## src/hdl/pve_pkg.sv

```systemverilog
// Shared types, constants and lookup functions for the packet value extractor.
// No dependencies; imported by every RTL module.
package pve_pkg;

  localparam int LENGTH_BITS_DEF = 32;
  localparam int HL_BITS         = 32;
  localparam int WORD_BITS       = 32;
  localparam int HDR_BYTES       = 9;
  localparam int HL_BYTES        = 4;
  localparam int WORD_BYTES      = 4;
  localparam int MIN_MSG_LEN     = 4;
  localparam int NUM_STRINGS     = 4;
  localparam int KEY_STR_IDX     = 3;
  localparam int KEY_LEN         = 11;
  localparam int GAP_BYTES       = 24;
  localparam int Q_DEPTH         = 2;

  localparam int USR_VALUE_VALID = 0;
  localparam int USR_PACKET_DONE = 1;
  localparam int USR_MISMATCH    = 2;
  localparam int USR_MALFORMED   = 3;
  localparam int OUT_USER_W      = 4;

  typedef enum logic [3:0] {
    PH_HDR,
    PH_MLEN,
    PH_ID,
    PH_MTYPE,
    PH_DTYPE,
    PH_SLEN,
    PH_SBODY,
    PH_GAP,
    PH_VLEN,
    PH_VBODY,
    PH_SKIP,
    PH_DEAD
  } pve_phase_t;

  typedef enum logic [1:0] {
    CMD_NONE,
    CMD_ARM,
    CMD_PARSE
  } pve_kind_t;

  typedef struct packed {
    logic [7:0] data;
    pve_kind_t  kind;
    logic       start;
    logic       last;
    logic       mismatch;
  } pve_cmd_t;

  function automatic logic [7:0] key_char(input logic [3:0] idx);
    logic [7:0] c;
    case (idx)
      4'd0:    c = "N";
      4'd1:    c = "O";
      4'd2:    c = "D";
      4'd3:    c = "E";
      4'd4:    c = "_";
      4'd5:    c = "R";
      4'd6:    c = "E";
      4'd7:    c = "P";
      4'd8:    c = "O";
      4'd9:    c = "R";
      4'd10:   c = "T";
      default: c = 8'h00;
    endcase
    return c;
  endfunction

  function automatic logic is_skip_type(input logic [7:0] b);
    logic hit;
    case (b) inside
      "R", "U", "*", "/", "~", "C", "A", ".", "i", "K", "W", "Q", 8'hFE, "T", "^":
        hit = 1'b1;
      default:
        hit = 1'b0;
    endcase
    return hit;
  endfunction

endpackage

```

## src/hdl/pve_front.sv

```systemverilog
// Front end: accepts packet bytes, tracks position and header length,
// classifies each byte into a command for the parser. Uses pve_pkg.
module pve_front import pve_pkg::*; #(
  parameter int LENGTH_BITS = LENGTH_BITS_DEF
) (
  input  logic       clk,
  input  logic       rst_n,
  input  logic       in_tvalid,
  output logic       in_tready,
  input  logic [7:0] in_tdata,   // [7:0] data_byte
  input  logic       in_tuser,   // [0] packet_start
  input  logic       in_tlast,
  input  logic       q_full,
  output logic       q_push,
  output pve_cmd_t   q_cmd
);

  localparam logic [LENGTH_BITS-1:0] POS_MAX = '1;

  logic [LENGTH_BITS-1:0] pos_r, pos_nxt, pos_cur, pos_inc;
  logic [HL_BITS-1:0]     hl_r, hl_nxt, hl_cur, hl_new;

  assign in_tready = !q_full;
  assign q_push    = in_tvalid && in_tready;

  always_comb begin
    pos_cur = in_tuser ? '0 : pos_r;
    hl_cur  = in_tuser ? '0 : hl_r;
    hl_new  = hl_cur;
    if (pos_cur < LENGTH_BITS'(HL_BYTES)) begin
      hl_new = hl_cur | (HL_BITS'(in_tdata) << {pos_cur[1:0], 3'b000});
    end
    pos_inc = (pos_cur == POS_MAX) ? pos_cur : pos_cur + 1'b1;

    q_cmd.data     = in_tdata;
    q_cmd.start    = in_tuser;
    q_cmd.last     = in_tlast;
    q_cmd.mismatch = (hl_new != HL_BITS'(pos_inc));
    if (pos_cur < LENGTH_BITS'(HDR_BYTES - 1)) begin
      q_cmd.kind = CMD_NONE;
    end else if (pos_cur == LENGTH_BITS'(HDR_BYTES - 1)) begin
      q_cmd.kind = CMD_ARM;
    end else if (HL_BITS'(pos_cur) < hl_new) begin
      q_cmd.kind = CMD_PARSE;
    end else begin
      q_cmd.kind = CMD_NONE;
    end

    pos_nxt = pos_r;
    hl_nxt  = hl_r;
    if (q_push) begin
      pos_nxt = in_tlast ? '0 : pos_inc;
      hl_nxt  = in_tlast ? '0 : hl_new;
    end
  end

  always_ff @(posedge clk) begin
    if (!rst_n) begin
      pos_r <= '0;
      hl_r  <= '0;
    end else begin
      pos_r <= pos_nxt;
      hl_r  <= hl_nxt;
    end
  end

endmodule

```

## src/hdl/pve_queue.sv

```systemverilog
// Short command queue between front end and parser, built from flops.
// Uses pve_pkg for the command type and depth.
module pve_queue import pve_pkg::*; (
  input  logic     clk,
  input  logic     rst_n,
  input  logic     push,
  input  pve_cmd_t push_cmd,
  output logic     full,
  input  logic     pop,
  output logic     head_valid,
  output pve_cmd_t head_cmd
);

  localparam int PTR_W = (Q_DEPTH > 1) ? $clog2(Q_DEPTH) : 1;
  localparam int CNT_W = $clog2(Q_DEPTH + 1);

  pve_cmd_t           mem_r [Q_DEPTH];
  logic [PTR_W-1:0]   wr_ptr_r, wr_ptr_nxt, rd_ptr_r, rd_ptr_nxt;
  logic [CNT_W-1:0]   cnt_r, cnt_nxt;

  function automatic logic [PTR_W-1:0] ptr_inc(input logic [PTR_W-1:0] p);
    return (p == PTR_W'(Q_DEPTH - 1)) ? '0 : p + 1'b1;
  endfunction

  assign full       = (cnt_r == CNT_W'(Q_DEPTH));
  assign head_valid = (cnt_r != '0);
  assign head_cmd   = mem_r[rd_ptr_r];

  always_comb begin
    wr_ptr_nxt = push ? ptr_inc(wr_ptr_r) : wr_ptr_r;
    rd_ptr_nxt = pop ? ptr_inc(rd_ptr_r) : rd_ptr_r;
    cnt_nxt    = cnt_r;
    if (push && !pop) begin
      cnt_nxt = cnt_r + 1'b1;
    end else if (pop && !push) begin
      cnt_nxt = cnt_r - 1'b1;
    end
  end

  always_ff @(posedge clk) begin
    if (push) begin
      mem_r[wr_ptr_r] <= push_cmd;
    end
  end

  always_ff @(posedge clk) begin
    if (!rst_n) begin
      wr_ptr_r <= '0;
      rd_ptr_r <= '0;
      cnt_r    <= '0;
    end else begin
      wr_ptr_r <= wr_ptr_nxt;
      rd_ptr_r <= rd_ptr_nxt;
      cnt_r    <= cnt_nxt;
    end
  end

endmodule

```

## src/hdl/pve_back.sv

```systemverilog
// Back end: message parser state machine and output register.
// Consumes commands from pve_queue; uses pve_pkg.
module pve_back import pve_pkg::*; #(
  parameter int LENGTH_BITS = LENGTH_BITS_DEF
) (
  input  logic                  clk,
  input  logic                  rst_n,
  input  logic                  q_valid,
  input  pve_cmd_t              q_cmd,
  output logic                  q_pop,
  output logic                  out_tvalid,
  input  logic                  out_tready,
  output logic [7:0]            out_tdata,  // [7:0] value_byte
  output logic [OUT_USER_W-1:0] out_tuser,  // [0] value_valid [1] packet_done
                                            // [2] length_mismatch [3] packet_malformed
  output logic                  out_tlast
);

  localparam logic [WORD_BITS-1:0] LEN_MAX = {WORD_BITS{1'b1}} >> (WORD_BITS - LENGTH_BITS);

  pve_phase_t             phase_r, phase_nxt;
  logic [WORD_BITS-1:0]   word_r, word_nxt, w_new;
  logic [LENGTH_BITS-1:0] msg_r, msg_nxt, fld_r, fld_nxt, fld_dec, w_sat;
  logic [2:0]             sidx_r, sidx_nxt;
  logic [3:0]             kpos_r, kpos_nxt;
  logic                   kmatch_r, kmatch_nxt, drop_r, drop_nxt, malf_r, malf_nxt;
  logic [1:0]             idx;
  logic                   emit, vlast, as_req, skip_req, malf_out, load;

  logic                   ov_r, ov_nxt;
  logic [7:0]             od_r;
  logic [OUT_USER_W-1:0]  ou_r;
  logic                   ol_r;

  assign q_pop      = q_valid && (!ov_r || out_tready);
  assign out_tvalid = ov_r;
  assign out_tdata  = od_r;
  assign out_tuser  = ou_r;
  assign out_tlast  = ol_r;

  always_comb begin
    phase_nxt  = phase_r;
    word_nxt   = word_r;
    msg_nxt    = msg_r;
    fld_nxt    = fld_r;
    sidx_nxt   = sidx_r;
    kpos_nxt   = kpos_r;
    kmatch_nxt = kmatch_r;
    drop_nxt   = drop_r;
    malf_nxt   = malf_r;
    emit       = 1'b0;
    vlast      = 1'b0;
    as_req     = 1'b0;
    skip_req   = 1'b0;
    idx        = '0;
    w_new      = '0;
    fld_dec    = '0;
    w_sat      = '0;
    malf_out   = 1'b0;

    if (q_pop) begin
      if (q_cmd.start) begin
        phase_nxt  = PH_HDR;
        word_nxt   = '0;
        msg_nxt    = '0;
        fld_nxt    = '0;
        sidx_nxt   = '0;
        kpos_nxt   = '0;
        kmatch_nxt = 1'b1;
        drop_nxt   = 1'b0;
        malf_nxt   = 1'b0;
      end

      idx     = 2'(2'd0 - fld_nxt[1:0]);
      w_new   = word_nxt | (WORD_BITS'(q_cmd.data) << {idx, 3'b000});
      fld_dec = fld_nxt - 1'b1;
      w_sat   = (w_new > LEN_MAX) ? LENGTH_BITS'(LEN_MAX) : LENGTH_BITS'(w_new);

      unique case (q_cmd.kind)
        CMD_ARM: begin
          phase_nxt = PH_MLEN;
          fld_nxt   = LENGTH_BITS'(WORD_BYTES);
          word_nxt  = '0;
        end
        CMD_PARSE: begin
          if (phase_nxt == PH_DEAD) begin
            phase_nxt = PH_DEAD;
          end else if (phase_nxt == PH_MLEN) begin
            word_nxt = w_new;
            fld_nxt  = fld_dec;
            if (fld_dec == '0) begin
              if (w_new[WORD_BITS-1] || w_new < WORD_BITS'(MIN_MSG_LEN)) begin
                malf_nxt  = 1'b1;
                phase_nxt = PH_DEAD;
              end else begin
                msg_nxt    = w_sat - LENGTH_BITS'(MIN_MSG_LEN);
                drop_nxt   = 1'b0;
                kmatch_nxt = 1'b1;
                sidx_nxt   = '0;
                phase_nxt  = PH_ID;
                fld_nxt    = LENGTH_BITS'(WORD_BYTES);
              end
            end
          end else if (phase_nxt == PH_SKIP) begin
            if (msg_nxt <= LENGTH_BITS'(1)) begin
              msg_nxt   = '0;
              phase_nxt = PH_MLEN;
              fld_nxt   = LENGTH_BITS'(WORD_BYTES);
              word_nxt  = '0;
            end else begin
              msg_nxt = msg_nxt - 1'b1;
            end
          end else if (msg_nxt == '0) begin
            malf_nxt  = 1'b1;
            phase_nxt = PH_DEAD;
          end else begin
            msg_nxt = msg_nxt - 1'b1;
            unique case (phase_nxt)
              PH_ID: begin
                fld_nxt = fld_dec;
                if (fld_dec == '0) phase_nxt = PH_MTYPE;
              end
              PH_MTYPE: begin
                if (is_skip_type(q_cmd.data)) drop_nxt = 1'b1;
                phase_nxt = PH_DTYPE;
              end
              PH_DTYPE: begin
                if (drop_nxt || q_cmd.data == "B" || q_cmd.data == "D") begin
                  drop_nxt = 1'b1;
                  skip_req = 1'b1;
                end else begin
                  sidx_nxt  = '0;
                  phase_nxt = PH_SLEN;
                  fld_nxt   = LENGTH_BITS'(WORD_BYTES);
                  word_nxt  = '0;
                end
              end
              PH_SLEN: begin
                word_nxt = w_new;
                fld_nxt  = fld_dec;
                if (fld_dec == '0) begin
                  if (w_new > WORD_BITS'(msg_nxt)) begin
                    malf_nxt  = 1'b1;
                    phase_nxt = PH_DEAD;
                  end else begin
                    if (sidx_nxt == 3'(KEY_STR_IDX)) begin
                      kpos_nxt   = '0;
                      kmatch_nxt = (w_new == WORD_BITS'(KEY_LEN));
                    end
                    fld_nxt = LENGTH_BITS'(w_new);
                    if (w_new == '0) as_req = 1'b1;
                    else phase_nxt = PH_SBODY;
                  end
                end
              end
              PH_SBODY: begin
                if (sidx_nxt == 3'(KEY_STR_IDX) && kmatch_nxt) begin
                  if (kpos_nxt < 4'(KEY_LEN) && q_cmd.data == key_char(kpos_nxt)) begin
                    kpos_nxt = kpos_nxt + 1'b1;
                  end else begin
                    kmatch_nxt = 1'b0;
                  end
                end
                fld_nxt = fld_dec;
                if (fld_dec == '0) as_req = 1'b1;
              end
              PH_GAP: begin
                fld_nxt = fld_dec;
                if (fld_dec == '0) begin
                  phase_nxt = PH_VLEN;
                  fld_nxt   = LENGTH_BITS'(WORD_BYTES);
                  word_nxt  = '0;
                end
              end
              PH_VLEN: begin
                word_nxt = w_new;
                fld_nxt  = fld_dec;
                if (fld_dec == '0) begin
                  if (w_new > WORD_BITS'(msg_nxt)) begin
                    malf_nxt  = 1'b1;
                    phase_nxt = PH_DEAD;
                  end else if (w_new == '0) begin
                    skip_req = 1'b1;
                  end else begin
                    fld_nxt   = LENGTH_BITS'(w_new);
                    phase_nxt = PH_VBODY;
                  end
                end
              end
              PH_VBODY: begin
                emit    = 1'b1;
                fld_nxt = fld_dec;
                if (fld_dec == '0) begin
                  vlast    = 1'b1;
                  skip_req = 1'b1;
                end
              end
              default: begin
                malf_nxt  = 1'b1;
                phase_nxt = PH_DEAD;
              end
            endcase

            // finish a string: next length word, skip, or value gap
            if (as_req) begin
              sidx_nxt = sidx_nxt + 1'b1;
              if (sidx_nxt < 3'(NUM_STRINGS)) begin
                phase_nxt = PH_SLEN;
                fld_nxt   = LENGTH_BITS'(WORD_BYTES);
                word_nxt  = '0;
              end else if (!kmatch_nxt) begin
                skip_req = 1'b1;
              end else begin
                phase_nxt = PH_GAP;
                fld_nxt   = LENGTH_BITS'(GAP_BYTES);
              end
            end
            if (skip_req) begin
              if (msg_nxt == '0) begin
                phase_nxt = PH_MLEN;
                fld_nxt   = LENGTH_BITS'(WORD_BYTES);
                word_nxt  = '0;
              end else begin
                phase_nxt = PH_SKIP;
              end
            end
          end
        end
        default: begin
          phase_nxt = phase_nxt;
        end
      endcase

      malf_out = malf_nxt;
      if (q_cmd.last) begin
        phase_nxt  = PH_HDR;
        word_nxt   = '0;
        msg_nxt    = '0;
        fld_nxt    = '0;
        sidx_nxt   = '0;
        kpos_nxt   = '0;
        kmatch_nxt = 1'b1;
        drop_nxt   = 1'b0;
        malf_nxt   = 1'b0;
      end
    end
  end

  assign load   = q_pop && (emit || q_cmd.last);
  assign ov_nxt = load ? 1'b1 : (out_tready ? 1'b0 : ov_r);

  always_ff @(posedge clk) begin
    if (!rst_n) begin
      phase_r  <= PH_HDR;
      word_r   <= '0;
      msg_r    <= '0;
      fld_r    <= '0;
      sidx_r   <= '0;
      kpos_r   <= '0;
      kmatch_r <= 1'b1;
      drop_r   <= 1'b0;
      malf_r   <= 1'b0;
      ov_r     <= 1'b0;
    end else begin
      phase_r  <= phase_nxt;
      word_r   <= word_nxt;
      msg_r    <= msg_nxt;
      fld_r    <= fld_nxt;
      sidx_r   <= sidx_nxt;
      kpos_r   <= kpos_nxt;
      kmatch_r <= kmatch_nxt;
      drop_r   <= drop_nxt;
      malf_r   <= malf_nxt;
      ov_r     <= ov_nxt;
    end
  end

  always_ff @(posedge clk) begin
    if (load) begin
      od_r                  <= emit ? q_cmd.data : 8'h00;
      ol_r                  <= vlast;
      ou_r[USR_VALUE_VALID] <= emit;
      ou_r[USR_PACKET_DONE] <= q_cmd.last;
      ou_r[USR_MISMATCH]    <= q_cmd.last && q_cmd.mismatch;
      ou_r[USR_MALFORMED]   <= q_cmd.last && malf_out;
    end
  end

endmodule

```

## src/hdl/pubsub_packet_value_extractor.sv

```systemverilog
// Top level of the packet value extractor: front end, command queue, parser.
// Depends on pve_pkg, pve_front, pve_queue and pve_back.
//
//   channel | dir | tdata          | tuser                               | tlast
//   in_     | in  | [7:0] data     | [0] packet_start                    | packet_end
//   out_    | out | [7:0] value    | [0] valid [1] done [2] mism [3] mal | value_last
//
// One byte per cycle sustained while out_tready is high; a result passes
// through the command queue and then the output register.
// Reset (rst_n low, synchronous) empties the queue and parser; no clearing pass.
// A stalled output holds the parser; the two-entry queue then fills and
// drops in_tready.
module pubsub_packet_value_extractor import pve_pkg::*; #(
  parameter int LENGTH_BITS = LENGTH_BITS_DEF
) (
  input  logic                  clk,
  input  logic                  rst_n,
  input  logic                  in_tvalid,
  output logic                  in_tready,
  input  logic [7:0]            in_tdata,   // [7:0] data_byte
  input  logic                  in_tuser,   // [0] packet_start
  input  logic                  in_tlast,
  output logic                  out_tvalid,
  input  logic                  out_tready,
  output logic [7:0]            out_tdata,  // [7:0] value_byte
  output logic [OUT_USER_W-1:0] out_tuser,  // [0] value_valid [1] packet_done
                                            // [2] length_mismatch [3] packet_malformed
  output logic                  out_tlast
);

  pve_cmd_t push_cmd, head_cmd;
  logic     q_push, q_full, q_pop, head_valid;

  pve_front #(
    .LENGTH_BITS (LENGTH_BITS)
  ) u_front (
    .clk       (clk),
    .rst_n     (rst_n),
    .in_tvalid (in_tvalid),
    .in_tready (in_tready),
    .in_tdata  (in_tdata),
    .in_tuser  (in_tuser),
    .in_tlast  (in_tlast),
    .q_full    (q_full),
    .q_push    (q_push),
    .q_cmd     (push_cmd)
  );

  pve_queue u_queue (
    .clk        (clk),
    .rst_n      (rst_n),
    .push       (q_push),
    .push_cmd   (push_cmd),
    .full       (q_full),
    .pop        (q_pop),
    .head_valid (head_valid),
    .head_cmd   (head_cmd)
  );

  pve_back #(
    .LENGTH_BITS (LENGTH_BITS)
  ) u_back (
    .clk        (clk),
    .rst_n      (rst_n),
    .q_valid    (head_valid),
    .q_cmd      (head_cmd),
    .q_pop      (q_pop),
    .out_tvalid (out_tvalid),
    .out_tready (out_tready),
    .out_tdata  (out_tdata),
    .out_tuser  (out_tuser),
    .out_tlast  (out_tlast)
  );

endmodule

```

## config.mk

```make
export PLATFORM = sky130hd
export DESIGN_NAME = pubsub_packet_value_extractor
export DESIGN_NICKNAME = d
export VERILOG_FILES = /design/src/hdl/pve_pkg.sv /design/src/hdl/pve_front.sv /design/src/hdl/pve_queue.sv /design/src/hdl/pve_back.sv /design/src/hdl/pubsub_packet_value_extractor.sv
export SDC_FILE = /design/constraint.sdc
export NUM_CORES = 1
export LEC_CHECK = 0
export BUFFER_PORTS_ARGS = -buffer_cell sky130_fd_sc_hd__buf_2
export CAP_MARGIN = 25
export CORE_UTILIZATION = 45
export DETAILED_ROUTE_END_ITERATION = 16
export SLEW_MARGIN = 5
export SYNTH_ARGS = -nofsm -noshare
export SYNTH_HDL_FRONTEND = slang
export SYNTH_SLANG_ARGS = --single-unit
```

## constraint.sdc

```tcl
create_clock -name clk -period 9.75 [get_ports clk]
set_input_delay 1.95 -clock clk [delete_from_list [all_inputs] [get_ports clk]]
set_output_delay 1.95 -clock clk [all_outputs]
set_load 0.02 [all_outputs]
```

Word level (Yosys, flattened, before mapping). Memories as Yosys holds them, arrays and structs flattened. A register that Yosys moved wholly into a read port is not among the register bits. Cells that the tools add are included.

Add/subtract/negate cells: 11. Multiply operators: 0. Divide/modulo/power cells: 0. Order comparisons: 9. Equal/unequal tests: 37. Shift operators: 2. Multiplexer cells: 223. Bitwise logic cells: 5. Reductions and logical operators: 31.

Operator list (count): 32-bit two-way mux (54); 32-bit one-hot mux with 5 select lines (1); 4-bit two-way mux (37); 32-bit logical NOT (4); 32-bit one-hot mux with 2 select lines (2); 8-bit by 7-bit equality test with 1-bit output (second input constant) (13); 32-bit one-hot mux with 3 select lines (1); 1-bit two-way mux (88); 32-bit by 4-bit equality test with 1-bit output (second input constant) (2); 32-bit by 3-bit < comparator with 1-bit output (second input constant) (2); 8-bit two-way mux (8); 32-bit OR (2); 8-bit by 5-bit left shift with 32-bit output (2); 32-bit by 1-bit subtractor with 32-bit output (second input constant) (2); 3-bit two-way mux (19); 32-bit by 1-bit adder with 32-bit output (second input constant) (1); 32-bit equality test (second input constant) (1); 32-bit greater-than comparator (1); 32-bit greater-than comparator (second input constant) (1); 32-bit by 1-bit less-or-equal comparator with 1-bit output (second input constant) (1); 32-bit < comparator (1); 32-bit by 4-bit < comparator with 1-bit output (second input constant) (1); 32-bit inequality test (1); 32-bit by 3-bit subtractor with 32-bit output (second input constant) (1); other kinds (33) (72).

Bits in registers: 192. Latch bits: 0. Memory bits (writable): 26. Memory bits (read-only): 96. Input port bits: 14. Output and inout port bits: 15. Memories kept: 2.

Memory list: (no name shown) (words 16, width 6, read ports 1, clocked after memory_dff 0, write ports 0, RTL line pve_pkg.sv:55) `case (idx)`; u_queue.mem_r (words 2, width 13, read ports 1, clocked after memory_dff 1, write ports 1, RTL line pve_queue.sv:17) `pve_cmd_t mem_r [Q_DEPTH];`.

Longest topological paths before layout.
Depth after elaboration: 41. Depth in mapped cells: 32.

By module. Synthesis repeated with hierarchy kept, for this count alone.

Cell total of the unflattened synthesis: 2765. Area total of the unflattened synthesis: 20359.5 µm².

By module, submodules not included: pve_back (times used 1, cells each 1991, area an instance 13635.6 µm²); pve_front (times used 1, cells each 712, area an instance 5570.3 µm²); pve_queue (times used 1, cells each 62, area an instance 1153.6 µm²).

Least setup slack after synthesis. No wires, ideal clock.

Path type: reg2reg. Start point: reg (tool-made name). End point: reg u_back.word_r[11]. Setup time: 0.080 ns. Data arrival time: 8.070 ns. Slack: 1.601 ns. Cell stages (with the launch flop): 32. Path buffers: 10. Period minus slack after synthesis: 8.149 ns. Cell sequence: dfxtp_1 buf_2 mux2i_2 clkbuf_1 clkbuf_1 buf_1 clkbuf_1 buf_1 clkbuf_1 clkbuf_1 clkbuf_1 nand2_1 ha_1 clkbuf_1 nand2_1 nor2_1 o21ai_0 inv_1 ha_1 nand4_1 or3_1 nor3_1 nand4_1 or2_2 mux2_2 a2111oi_4 mux2i_1 o311ai_4 or2_4 o32ai_4 a22oi_1 nor3b_1.

RTL lines: end signal, assigned (RTL line pve_back.sv:266) `word_r <= word_nxt;`; end, declared (RTL line pve_back.sv:22) `logic [WORD_BITS-1:0] word_r, word_nxt, w_new;`.

==> metrics.cfg <==
[route]
wl_per_cell_microns = 29.0
drc = 0
num_vias = 23155
drt_iter0_markers = 3834
postRouteAntennaNets = 0
first_pass_iters = 6
viasPerCell = 7.01
drt_wl_total_mm = 95.7

[clock_network]
cts_hold_buf = 0
cts-htree-levels = 1
cts_root_buf = clkbuf_16
cts_resized = 0
cts_max_path_buffers = 3
clock_sinks = 219
clk_latency_ns = 0.60
numCtsBuffers = 29
clk_pin_slew_ns = 0.07
post_cts_buffers = 0
tritoncts = done

[yosys]
synth_nets = 2842
yosys.area.top_type = dfxtp_1
ys_types = 96
syn-cell-area_sq_um = 19700
synthTopCellsByArea = dfxtp_1 18%, o21ai_0 6.9%, nand2_1 6.4%
ys_ff_latch = 219
ys_warn_count = 0
ys_seq_area_share_pct = 24.2
synth_edf_count = 39
async_flop_share_pct = 0
synth_top_flop_cell = dfxtp_1
syn_area_per_cell_sq_um = 7.17
netlist_instances = 2749
synth_top_area_share_pct = 18.3

[setup_path]
crit_chain = mux2i_4 > nand2_1 > ha_1 > nand2_1 > nor2_1 > o21ai_0 > inv_1 > ha_1 > nand4_1 > or3_1 > nor3_1 > nand4_1 > or2_2 > mux2_2 > a2111oi_4 > mux2i_1 > or4b_1 > nand2_1 > buf_4 > and2_1 > a2111oi_0 > nor3b_1
crit_top_cell = nand2_1
cp.required_ns = 10.22
worstPathArrival_ns = 8.93
path_max_fanout = 26
endpoint_kind = flip-flop
path_buf_inv = 2
slowest_delay_ns = 0.87
slowest_stage = mux2i_4
cpLargestDelayFamily = simple AND/OR/NAND/NOR gates
start_kind = flip-flop
critPathKind = flip-flop to flip-flop

[pwr]
powerDensity_nw_per_um2 = 230
leakagePower_nw = 7.98
finalPower_mw = 4.94
peakVddDrop_v = 0.000199

[global_routing]
antenna_found_initial = 3
grt_pass1_vias = 20770
grt_max_degree = 172
track_usage_pct = 41.7
grt_overflow = 0
grt_pass1_wl_mm = 139

[final_layout]
final_common_cell = nand2_1
final_nets = 2790
drive_gt1_share_pct = 7.95
syn_to_final_growth_pct = 8.72
final_util_pct = 49.6
final_cell_mix = 336 x nand2_1, 268 x o21ai_0, 232 x a21oi_1

[floorplan]
ios = 29
core_area_sq_um = 43200
die_h_microns = 211
fp.dieArea_sq_um = 44600
start_util_pct = 45.6
rows = 76
die_w_microns = 211

[place]
pre_cts_ws_ns = 1.63
io_buffers = 28
dpl.hpwl_mm = 70.3
gp_congestion = 1.06

[sta]
slew_viol_final = 0
max_slew_margin_pct = 5.58
period_share_pct = 86.7
finalClockSkew_ns = 0.0224
hold_viol = 0
min_period_ns = 8.46
setup_ws_ns = 1.29
fmax_mhz = 118
finalSetupViolations = 0
tightest_slew_ns = 1.40
rsz0062_at_grt = no
tns_ns = 0

[worst_hold_path]
hp-class = flip-flop to flip-flop

[run_status]
outcome = completed

[job]
max_cap_violations = 0

## flip-flops by register name, summed over array words and instances, names as in the netlist, 2 cells and up, named ones only
name and flops:
u_front.hl_r 32, u_back.out_tuser 4, u_back.kpos_r 4, u_back.sidx_r 3, u_back.msg_r 32, u_back.fld_r 32, u_back.phase_r 4, u_back.word_r 32
u_back.out_tdata 8, u_queue.mem_r 26, u_front.pos_r 32, u_queue.cnt_r 2
## power breakdown
| part | total (mW) | leakage, nW | internal [mW] | switching, mW |
|---|---|---|---|---|
| clock network | 1.07 | 0.449 | 0.583 | 0.489 |
| registers | 1.06 | 1.81 | 0.992 | 0.0671 |
| logic | 2.81 | 5.71 | 0.716 | 2.09 |
| total | 4.94 | 7.98 | 2.29 | 2.65 |
## cell usage after synthesis (34+ instances only)
library cell	count
nand2_1	337
xnor2_1	68
a22oi_1	84
nor2_1	213
a21oi_1	232
nor3_1	70
edfxtp_1	39
inv_1	51
o21ai_0	270
dfxtp_1	180
or3_1	34
nor2b_1	94
nand3_1	78
clkbuf_1	155
xor2_1	47
ha_1	79
and2_1	58
nor4_1	40
nand4_1	48
## area by class of cell
class | instances | area [sq um]
clock inverter | 16 | 121
sequential | 219 | 4770
fill | 4422 | 21700
multi-input combinational | 2289 | 14100
timing repair buffer | 107 | 758
tap | 585 | 732
inverter | 51 | 191
clock buffer | 36 | 793
antenna | 1 | 2.50
## per-layer routing
metal	routed length, microns	part of all wire, %	GRT usage (%)
met4	5220	5.5	19.6
met5	13	0.014	0
met1	38700	40	56.3
met3	11500	12	10.1
met2	40200	42	62.0
## worst paths after layout
path	start	endpoint	slack [ns]	depth (start not counted)
worst min register to register	u_back.word_r[0]	u_back.word_r[0]	0.46	1
worst max-delay path	flip-flop	u_back.fld_r[29]	1.29	22
worst max register to register	flip-flop	u_back.fld_r[29]	1.29	22
worst min-delay path	u_back.word_r[0]	u_back.word_r[0]	0.46	1
## cells by family after synthesis
group / synth area share [%]
AND/OR/NAND/NOR: 29.4
AO/OA/AOI/OAI: 30.1
buffers and inverters: 4.72
flip-flops: 24.2
XOR/XNOR: 5.11
adder cells (fa/ha/maj): 5.07
multiplexers: 1.39
## worst register-to-register path, stage by stage, from the launching register on
cell	delay, ns
dfxtp_1	0.39
mux2i_4	0.87
nand2_1	0.37
ha_1	0.50
nand2_1	0.43
nor2_1	0.11
o21ai_0	0.53
inv_1	0.30
ha_1	0.37
nand4_1	0.08
or3_1	0.41
nor3_1	0.50
nand4_1	0.14
or2_2	0.31
mux2_2	0.37
a2111oi_4	0.39
mux2i_1	0.59
or4b_1	0.23
nand2_1	0.38
buf_4	0.37
and2_1	0.19
a2111oi_0	0.41
nor3b_1	0.08
## stage by stage
step | instances | area [sq um] | hold slack [ns]
2_1_floorplan | 2749 | 19700 | 0.426
3_3_place_gp | 3245 | 20500 | 0.436
3_5_place_dp | 3247 | 20500 | 0.440
4_1_cts | 3299 | 21400 | 0.457
5_1_grt | 3303 | 21400 | 0.498
6_report | 3304 | 21400 | 0.460
Note: power is estimated with default switching activity, not from simulation.
